**src/hdl/f2o8_pkg.sv**
```systemverilog
// ----------------------------------------------------------------------------
// f2o8_pkg: shared types and constants for FP32 to FP8 narrowing conversion
// ----------------------------------------------------------------------------
`default_nettype none
package f2o8_pkg;
	localparam logic [7:0] NAN_CODE = 8'h7F;
	localparam logic [7:0] E4M3_MAX = 8'h7E;
	localparam logic [7:0] E5M2_INF = 8'h7C;
	localparam logic [7:0] E5M2_MAX = 8'h7B;

	localparam logic OP_E4M3 = 1'b0;
	localparam logic OP_E5M2 = 1'b1;

	// class of an item after decode
	typedef enum logic [1:0] {
		CLS_NAN,
		CLS_OVF,
		CLS_ZERO,
		CLS_NUM
	} cls_t;

	// stage 1 -> stage 2 bundle
	typedef struct packed {
		cls_t        cls;
		logic        sign;
		logic        e5m2;
		logic        sat;
		logic [4:0]  efield;
		logic [5:0]  shift;  // 20..26, set to 25 when below the minimum normal by more than 5
		logic [23:0] sig;
	} dec_t;

	// stage 2 -> stage 3 bundle
	typedef struct packed {
		cls_t       cls;
		logic       sign;
		logic       e5m2;
		logic       sat;
		logic [4:0] efield;
		logic [3:0] q;       // truncated significand
		logic       rnd_up;
	} rnd_t;
endpackage
`default_nettype wire

```
**src/hdl/f2o8_decode.sv**
```systemverilog
// ----------------------------------------------------------------------------
// f2o8_decode: unpack FP32, classify, find exponent field and shift amount
// ----------------------------------------------------------------------------
`default_nettype none
module f2o8_decode (
	input  wire logic [31:0] value,
	input  wire logic        operation,
	input  wire logic        saturate,
	output f2o8_pkg::dec_t   dec
);
	logic [7:0] bexp;
	logic [8:0] emin_b;   // biased minimum normal exponent
	logic [8:0] diff;

	always_comb begin
		bexp   = value[30:23];
		emin_b = (operation == f2o8_pkg::OP_E5M2) ? 9'd113 : 9'd121;
		diff   = {1'b0, bexp} - emin_b;
		dec.sign   = value[31];
		dec.e5m2   = operation;
		dec.sat    = saturate;
		dec.sig    = {1'b1, value[22:0]};
		dec.efield = '0;
		dec.shift  = (operation == f2o8_pkg::OP_E5M2) ? 6'd21 : 6'd20;
		if (bexp == 8'hFF) begin
			dec.cls = (value[22:0] != '0) ? f2o8_pkg::CLS_NAN : f2o8_pkg::CLS_OVF;
		end else if (bexp == 8'h00) begin
			dec.cls = f2o8_pkg::CLS_ZERO;
		end else if ({1'b0, bexp} >= emin_b) begin
			dec.cls = (diff > 9'd20) ? f2o8_pkg::CLS_OVF : f2o8_pkg::CLS_NUM;
			dec.efield = diff[4:0];
		end else begin
			dec.cls = f2o8_pkg::CLS_NUM;
			// emin_b - bexp added to base shift; a difference above 5 gives 25
			if ((emin_b - {1'b0, bexp}) > 9'd5) dec.shift = 6'd25;
			else dec.shift = dec.shift + 6'((emin_b - {1'b0, bexp}));
		end
	end
endmodule
`default_nettype wire

```
**src/hdl/f2o8_round.sv**
```systemverilog
// ----------------------------------------------------------------------------
// f2o8_round: shift significand, form round-to-nearest-even increment
// ----------------------------------------------------------------------------
`default_nettype none
module f2o8_round (
	input  f2o8_pkg::dec_t dec,
	output f2o8_pkg::rnd_t rnd
);
	logic [23:0] q;
	logic [23:0] mask;
	logic [23:0] rem;
	logic [23:0] half;

	always_comb begin
		q    = dec.sig >> dec.shift;
		mask = (24'd1 << dec.shift) - 24'd1;
		rem  = dec.sig & mask;
		half = 24'd1 << (dec.shift - 6'd1);
		rnd.cls    = dec.cls;
		rnd.sign   = dec.sign;
		rnd.e5m2   = dec.e5m2;
		rnd.sat    = dec.sat;
		rnd.efield = dec.efield;
		rnd.q      = q[3:0];
		rnd.rnd_up = (rem > half) || ((rem == half) && q[0]);
		if (dec.shift >= 6'd25) begin
			rnd.q      = '0;
			rnd.rnd_up = 1'b0;
		end
	end
endmodule
`default_nettype wire

```
**src/hdl/f2o8_pack.sv**
```systemverilog
// ----------------------------------------------------------------------------
// f2o8_pack: assemble code, overflow check, special results
// ----------------------------------------------------------------------------
`default_nettype none
module f2o8_pack (
	input  f2o8_pkg::rnd_t   rnd,
	output logic [7:0]       result
);
	logic [7:0] ovf;
	logic [7:0] maxc;
	logic [7:0] code;

	always_comb begin
		maxc = rnd.e5m2 ? f2o8_pkg::E5M2_MAX : f2o8_pkg::E4M3_MAX;
		if (rnd.sat) ovf = {rnd.sign, maxc[6:0]};
		else if (rnd.e5m2) ovf = {rnd.sign, f2o8_pkg::E5M2_INF[6:0]};
		else ovf = f2o8_pkg::NAN_CODE;
		code = (rnd.e5m2 ? {1'b0, rnd.efield, 2'b00} : {rnd.efield, 3'b000})
			+ {4'd0, rnd.q} + {7'd0, rnd.rnd_up};
		unique case (rnd.cls)
			f2o8_pkg::CLS_NAN:  result = f2o8_pkg::NAN_CODE;
			f2o8_pkg::CLS_OVF:  result = ovf;
			f2o8_pkg::CLS_ZERO: result = {rnd.sign, 7'd0};
			default:            result = (code > maxc) ? ovf : {rnd.sign, code[6:0]};
		endcase
	end
endmodule
`default_nettype wire

```
**src/hdl/fp32_to_ofp8_narrowing_convert.sv**
```systemverilog
// ----------------------------------------------------------------------------
// fp32_to_ofp8_narrowing_convert: FP32 to FP8 (E4M3 / E5M2), RNE, saturation
// ----------------------------------------------------------------------------
// Pipeline: decode, round and pack stages, each ending in a register.
// Throughput: one beat per cycle; all stages advance together unless the
// output is full and not taken, which stalls the whole pipe.
// Reset: arst_n clears the stage valid bits only; payload is not reset.
`default_nettype none
module fp32_to_ofp8_narrowing_convert (
	input  wire logic        clk,
	input  wire logic        arst_n,
	input  wire logic        s_tvalid,
	output logic             s_tready,
	input  wire logic [39:0] s_tdata,   // value[31:0], operation[32], saturate[33], zero pad
	output logic             m_tvalid,
	input  wire logic        m_tready,
	output logic [7:0]       m_tdata    // result[7:0]
);
	f2o8_pkg::dec_t dec_c, dec_s1;
	f2o8_pkg::rnd_t rnd_c, rnd_s2;
	logic [7:0]     res_c, res_s3;
	logic           v_s1, v_s2, v_s3;
	logic           adv;

	// pipe moves whenever the last stage is empty or being drained
	assign adv      = !v_s3 || m_tready;
	assign s_tready = adv;
	assign m_tvalid = v_s3;
	assign m_tdata  = res_s3;

	f2o8_decode u_dec (
		.value(s_tdata[31:0]), .operation(s_tdata[32]), .saturate(s_tdata[33]),
		.dec(dec_c)
	);
	f2o8_round u_rnd (.dec(dec_s1), .rnd(rnd_c));
	f2o8_pack  u_pck (.rnd(rnd_s2), .result(res_c));

	always_ff @(posedge clk or negedge arst_n) begin
		if (!arst_n) begin
			v_s1 <= 1'b0;
			v_s2 <= 1'b0;
			v_s3 <= 1'b0;
		end else if (adv) begin
			v_s1 <= s_tvalid;
			v_s2 <= v_s1;
			v_s3 <= v_s2;
		end
	end

	always_ff @(posedge clk) begin
		if (adv) begin
			dec_s1 <= dec_c;
			rnd_s2 <= rnd_c;
			res_s3 <= res_c;
		end
	end
endmodule
`default_nettype wire
```
**config.mk**
```make
export PLATFORM = sky130hd
export DESIGN_NAME = fp32_to_ofp8_narrowing_convert
export DESIGN_NICKNAME = d
export VERILOG_FILES = /design/src/hdl/f2o8_pkg.sv /design/src/hdl/f2o8_decode.sv /design/src/hdl/f2o8_round.sv /design/src/hdl/f2o8_pack.sv /design/src/hdl/fp32_to_ofp8_narrowing_convert.sv
export SDC_FILE = /design/constraint.sdc
export NUM_CORES = 1
export LEC_CHECK = 0
export BUFFER_PORTS_ARGS = -buffer_cell sky130_fd_sc_hd__buf_4
export CORE_UTILIZATION = 53
export CTS_CLUSTER_SIZE = 24
export DETAILED_ROUTE_END_ITERATION = 8
export PLACE_DENSITY = 0.79
export SLEW_MARGIN = 20
export SYNTH_ARGS = -nofsm -noshare
export SYNTH_HDL_FRONTEND = slang
export SYNTH_HIERARCHICAL = 1
export SYNTH_SLANG_ARGS = --single-unit
```
**constraint.sdc**
```tcl
create_clock -name clk -period 5.6 [get_ports clk]
set_input_delay 0.56 -clock clk [delete_from_list [all_inputs] [get_ports clk]]
set_output_delay 0.56 -clock clk [all_outputs]
set_load 0.05 [all_outputs]
```
### After elaboration in Yosys (flattened, before gate mapping)

Cells that the tools add are included.

| cells by class | value |
|---|---|
| add/sub/neg operators | 7 |
| magnitude comparators | 6 |
| equal/unequal tests | 4 |
| bitwise operators | 2 |
| mux-type cells | 17 |
| reductions and logical operators | 8 |
| shift-type cells | 3 |

Operators by type and width:

| cell | count |
|---|---|
| 1-bit by 6-bit left shift with 24-bit output, first input constant | 2 |
| 8-bit two-way mux | 4 |
| 24-bit AND | 1 |
| 24-bit == test | 1 |
| 24-bit greater-than comparator | 1 |
| 6-bit two-way mux | 4 |
| 8-bit case mux with 3 select lines | 1 |
| 24-bit by 6-bit right shift with 4-bit output | 1 |
| 24-bit by 1-bit subtractor with 24-bit output, second input constant | 1 |
| 23-bit nonzero test | 1 |
| 8-bit by 9-bit >= comparator with 1-bit output | 1 |
| 9-bit by 3-bit greater-than comparator with 1-bit output, second input constant | 1 |
| 9-bit by 5-bit greater-than comparator with 1-bit output, second input constant | 1 |
| 8-bit by 9-bit subtractor with 9-bit output | 1 |
| 9-bit by 8-bit subtractor with 9-bit output | 1 |
| 8-bit by 1-bit adder with 8-bit output | 1 |
| 8-bit by 4-bit adder with 8-bit output | 1 |
| 8-bit == test, second input constant | 1 |
| 8-bit greater-than comparator | 1 |
| 8-bit zero test | 1 |
| 2-bit two-way mux | 4 |
| 6-bit adder | 1 |
| 6-bit by 5-bit >= comparator with 1-bit output, second input constant | 1 |
| 6-bit by 1-bit subtractor with 6-bit output, second input constant | 1 |
| 11 further kinds | 13 |

| storage, ports and cells | value |
|---|---|
| input port bits | 44 |
| flip-flop bits (word level) | 65 |
| output and inout port bits | 10 |

### Depth between registers and ports, before layout

| depth | value |
|---|---|
| depth in word-level cells | 7 |
| mapped depth | 18 |

### Hierarchy

The synthesis kept the hierarchy.

By module, submodules not included:

| module | times used | area each (µm²) | cells each |
|---|---|---|---|
| f2o8_round | 1 | 2,130.8 | 297 |
| fp32_to_ofp8_narrowing_convert | 1 | 2,018.2 | 70 |
| f2o8_decode | 1 | 865.8 | 114 |
| f2o8_pack | 1 | 654.4 | 87 |

### Least setup slack after synthesis

OpenSTA, ideal clock, no wires.

| path | value |
|---|---|
| kind | register -> register |
| from | register dec_s1[28] (netlist name) |
| to | register rnd_s2[0] (netlist name) (data pin) |
| library setup time | 271 ps |
| arrival time | 3,308 ps |
| slack | 2,021 ps |
| clock period less this slack | 3,579 ps |
| buffers on the path | 3 |
| stages on the path, launching flop included | 17 |
| cells stage by stage | edfxtp_1 clkbuf_1 or2_2 clkbuf_1 nor2_1 nand2_1 ha_1 clkbuf_1 o21ai_0 a21oi_1 o21a_1 ha_1 nand4_1 nor4_1 nand2_1 a311oi_1 nor4_2 |

| on the way | value |
|---|---|
| cells in the longest elaborated chain, start to end | 6 |
| elaborated cells between the ends (all ways) | 11 |
| classes of those cells | 2 x add/sub; 2 x order compare; 1 x eq/ne; 3 x shift; 1 x bitwise; 2 x reduce/logical |

Ends and longest elaborated chain:

| element | RTL line | RTL |
|---|---|---|
| from (decl) | fp32_to_ofp8_narrowing_convert.sv:19 | `f2o8_pkg::dec_t dec_c, dec_s1;` |
| from (signal assigned) | fp32_to_ofp8_narrowing_convert.sv:52 | `dec_s1 <= dec_c;` |
| branches (longest 6 deep; another with 24-bit by 1-bit subtractor with 24-bit output) | n/a |  |
| to (signal assigned) | fp32_to_ofp8_narrowing_convert.sv:53 | `rnd_s2 <= rnd_c;` |
| to (decl) | fp32_to_ofp8_narrowing_convert.sv:20 | `f2o8_pkg::rnd_t rnd_c, rnd_s2;` |

Several ways; the timed one is not identified.
A chain may end at the register's enable or synchronous reset.

### Worst setup path in the final report

Ends and elaborated chain as after synthesis.

==> out/metrics.csv <==
metric,value,unit
post-cts sizing count,0,
largest net degree at the start of global routing,68,
routability cong.,0.9475,
worst r2r src,dec_s1[28],
CTS Buffer Depth,2,
yosys warns,6,
CTS sink cnt,66,
fin crit period,4.177,ns
"Worst Path Class, Setup",reg -> reg,
Reg2Reg Depth,13,
syn_area_per_cell,9.981,sq um
post-DR vias/cell,6.087,
Root Buffer,clkbuf_8,
Synth area leaders,"edfxtp_1, ha_1, buf_4",
"most common cell after layout, fill and taps aside",edfxtp_1,
Antenna Cells,0,
WL final,12140,um
Ports,54,
DRT iter0 DRCs,388,
input/output buffers,47,
die height,105.4,um
Crit. End Element,register,
Die X,105.4,um
WL met2,5721,um
# setup viols final,0,
relative slew slack,0.4445,
share of cells above drive strength 1,0.1725,
Max rail drop VDD,0.2812,mV
Place WS,1.527,ns
Yosys cell types,76,
DP Cell Count,693,
Critical Path RT,5.68,ns
highest routed layer,met4,
Synth top area share,0.3337,
CP Data Arrival Time,4.26,ns
CP startpoint kind,register,
dpl hpwl,8959,um
most frequent cells in the layout,"edfxtp_1, nand2_1, buf_4, ha_1, a21oi_1",
Main synth FF type,edfxtp_1,
Setup WS post-layout,1.423,ns
cts-stage hold buffer count,1,
drc violations,0,
CTS tree,done,
crit-path max FO,17,
via count,4322,
total gr overflow,0,
#FFs+latches synth,66,
"EDFF count, synth",63,
Final TNS setup,0,ns
"setup slack, reg-to-reg",1.42,ns
1st-pass router iterations,5,
Tot GR Track Use,0.2260,
fin util,0.5808,
Tcrit/Tclk final,0.7458,
P per Cell Area,329.4,nW/um^2
post-CTS setup buffer count,0,
Fin. Hold Viols,0,
RSZ-0062 raised after global routing,no,
Critical Path Start,dec_s1[28],
maximum clock rate,239.4,MHz
Final Skew,0.01045,ns
Final ANT Viol Nets,0,
Worst R2R End,rnd_s2[0],
M1 WL,5442,um
Std-Cell Rows,37,
crit path to,rnd_s2[0],
routed wire length per instance,17.10,um
worst hold path type,in -> reg,
status,finished clean,
Yosys top cell by area,edfxtp_1,
core area,10370,sq um
post-synthesis async set-or-reset flop share,0.04545,
final net count,662,
Initial Utilization,0.5467,
maxcap violations,0,
met3 wire length,800,um
register area share after synthesis,0.3469,
H-tree lvl count,3,
"Cell Count, Final, Fillers Out",710,
cts bufs inserted,9,
P_leak,0.002345,uW
Clock Latency Late Sink,0.35,ns
Synth-to-Final Area Change,6.246,%
Pwr Total,1984,uW
Netlist Area Pre-Place,5669,sq um
first-pass GRT wire length,19620,um
Die Area,11110,sq um
initial antenna violation count,0,
vias in the first global route,3973,
worst-margin pin slew,0.8332,ns
"Slew Viols, Final",0,
Clock Pin Slew Worst Setup and Hold Paths,0.07,ns
Post-Syn Instances,568,
logic make-up (layout without fill, tap and decap cells):
| logic type | count (synthesis) | after routing | share of synthesized area |
|---|---|---|---|
| muxes | 42 | 42 | 0.09887 |
| adders and majority gates | 49 | 49 | 0.1081 |
| and+or+nand+nor | 188 | 188 | 0.1792 |
| other | 2 | 3 | 0.001325 |
| DFF | 66 | 66 | 0.3469 |
| xor gates and xnor gates | 16 | 16 | 0.02472 |
| AOI/OAI and AO/OA | 127 | 127 | 0.1538 |
| buffers and inverters | 78 | 83 | 0.08695 |
routing by layer:
metal / GRT usage / up-vias
met3: 0.03525 / 15
met1: 0.3117 / 2069
met4: 0.07646 / 0
li1: - / 2072
met5: 0 / -
met2: 0.3623 / 166
final cells by class:
class	count	area, sq um
fillers	879	4347
multi-input cells	425	3213
clock buffers	12	145.1
flip-flops and latches	66	1967
inverters	14	52.55
repair buffers	53	400.4
clock inverters	4	75.07
well taps	136	170.2
worst max-delay path, stage by stage (launching register included):
cell      delay (ns)
edfxtp_1        0.63
or2_2           0.50
nor2_1          0.31
nand2_1         0.12
ha_1            0.39
o21ai_0         0.28
a21oi_1         0.08
o21a_1          0.23
ha_1            0.30
nand4_1         0.15
nor4_1          0.38
nand2_1         0.14
a311oi_1        0.32
nor4_2          0.07
sequential cells by signal, summed over array words and instances, names as in the netlist:
signal / count
m_tvalid: 1
v_s1: 1
v_s2: 1
rnd_s2: 15
dec_s1: 40
m_tdata: 8
how the worst min path moves through the flow:
| stage | from | to | slack (ns) | cells past startpoint |
|---|---|---|---|---|
| after floorplan | arst_n | m_tvalid | 0.26 | 0 |
| after global placement | arst_n | m_tvalid | 0.35 | 1 |
| after detailed placement | arst_n | m_tvalid | 0.35 | 1 |
| after CTS | s_tdata[33] | dec_s1[35] | 0.37 | 1 |
| after global routing | s_tdata[33] | dec_s1[35] | 0.37 | 1 |
| final | s_tdata[33] | dec_s1[35] | 0.39 | 1 |
cell usage after synthesis (3+ instances only):
cell and instances:
nand3b_1 3, o21a_1 9, nor4_1 7, a21o_1 6
mux4_1 3, nor3_1 5, a21oi_1 34, a211o_1 3
nand2b_1 8, mux2_2 4, o211ai_1 5, or2b_1 3
edfxtp_1 63, o32ai_1 3, nand4_1 9, a311oi_1 3
a211oi_2 4, inv_1 12, nand2_1 60, nand3_1 15
xnor2_1 12, a211oi_1 4, o22ai_1 4, xor2_1 4
buf_4 40, buf_2 9, a31oi_1 3, buf_1 3
nor2_1 31, mux2i_1 26, o21ai_0 20, ha_1 49
dfrtp_1 3, clkbuf_1 8, and3_1 5, buf_6 3
mux4_2 6, and2_1 10, nor2b_1 12, a21boi_0 9
stage by stage:
step | instance area (sq um) | hold slack (ns)
floorplan | 5673 | 0.2644
global placement | 5793 | 0.3482
detailed placement | 5793 | 0.3491
CTS | 6023 | 0.3738
global route | 6023 | 0.3673
finish | 6023 | 0.3877
report_power, final:
| part | switching, uW | total, uW | internal [uW] |
|---|---|---|---|
| registers | 93.0 | 761 | 668 |
| logic | 462 | 782 | 321 |
| clock network | 178 | 441 | 263 |
Power figures use the tool's default switching activity.
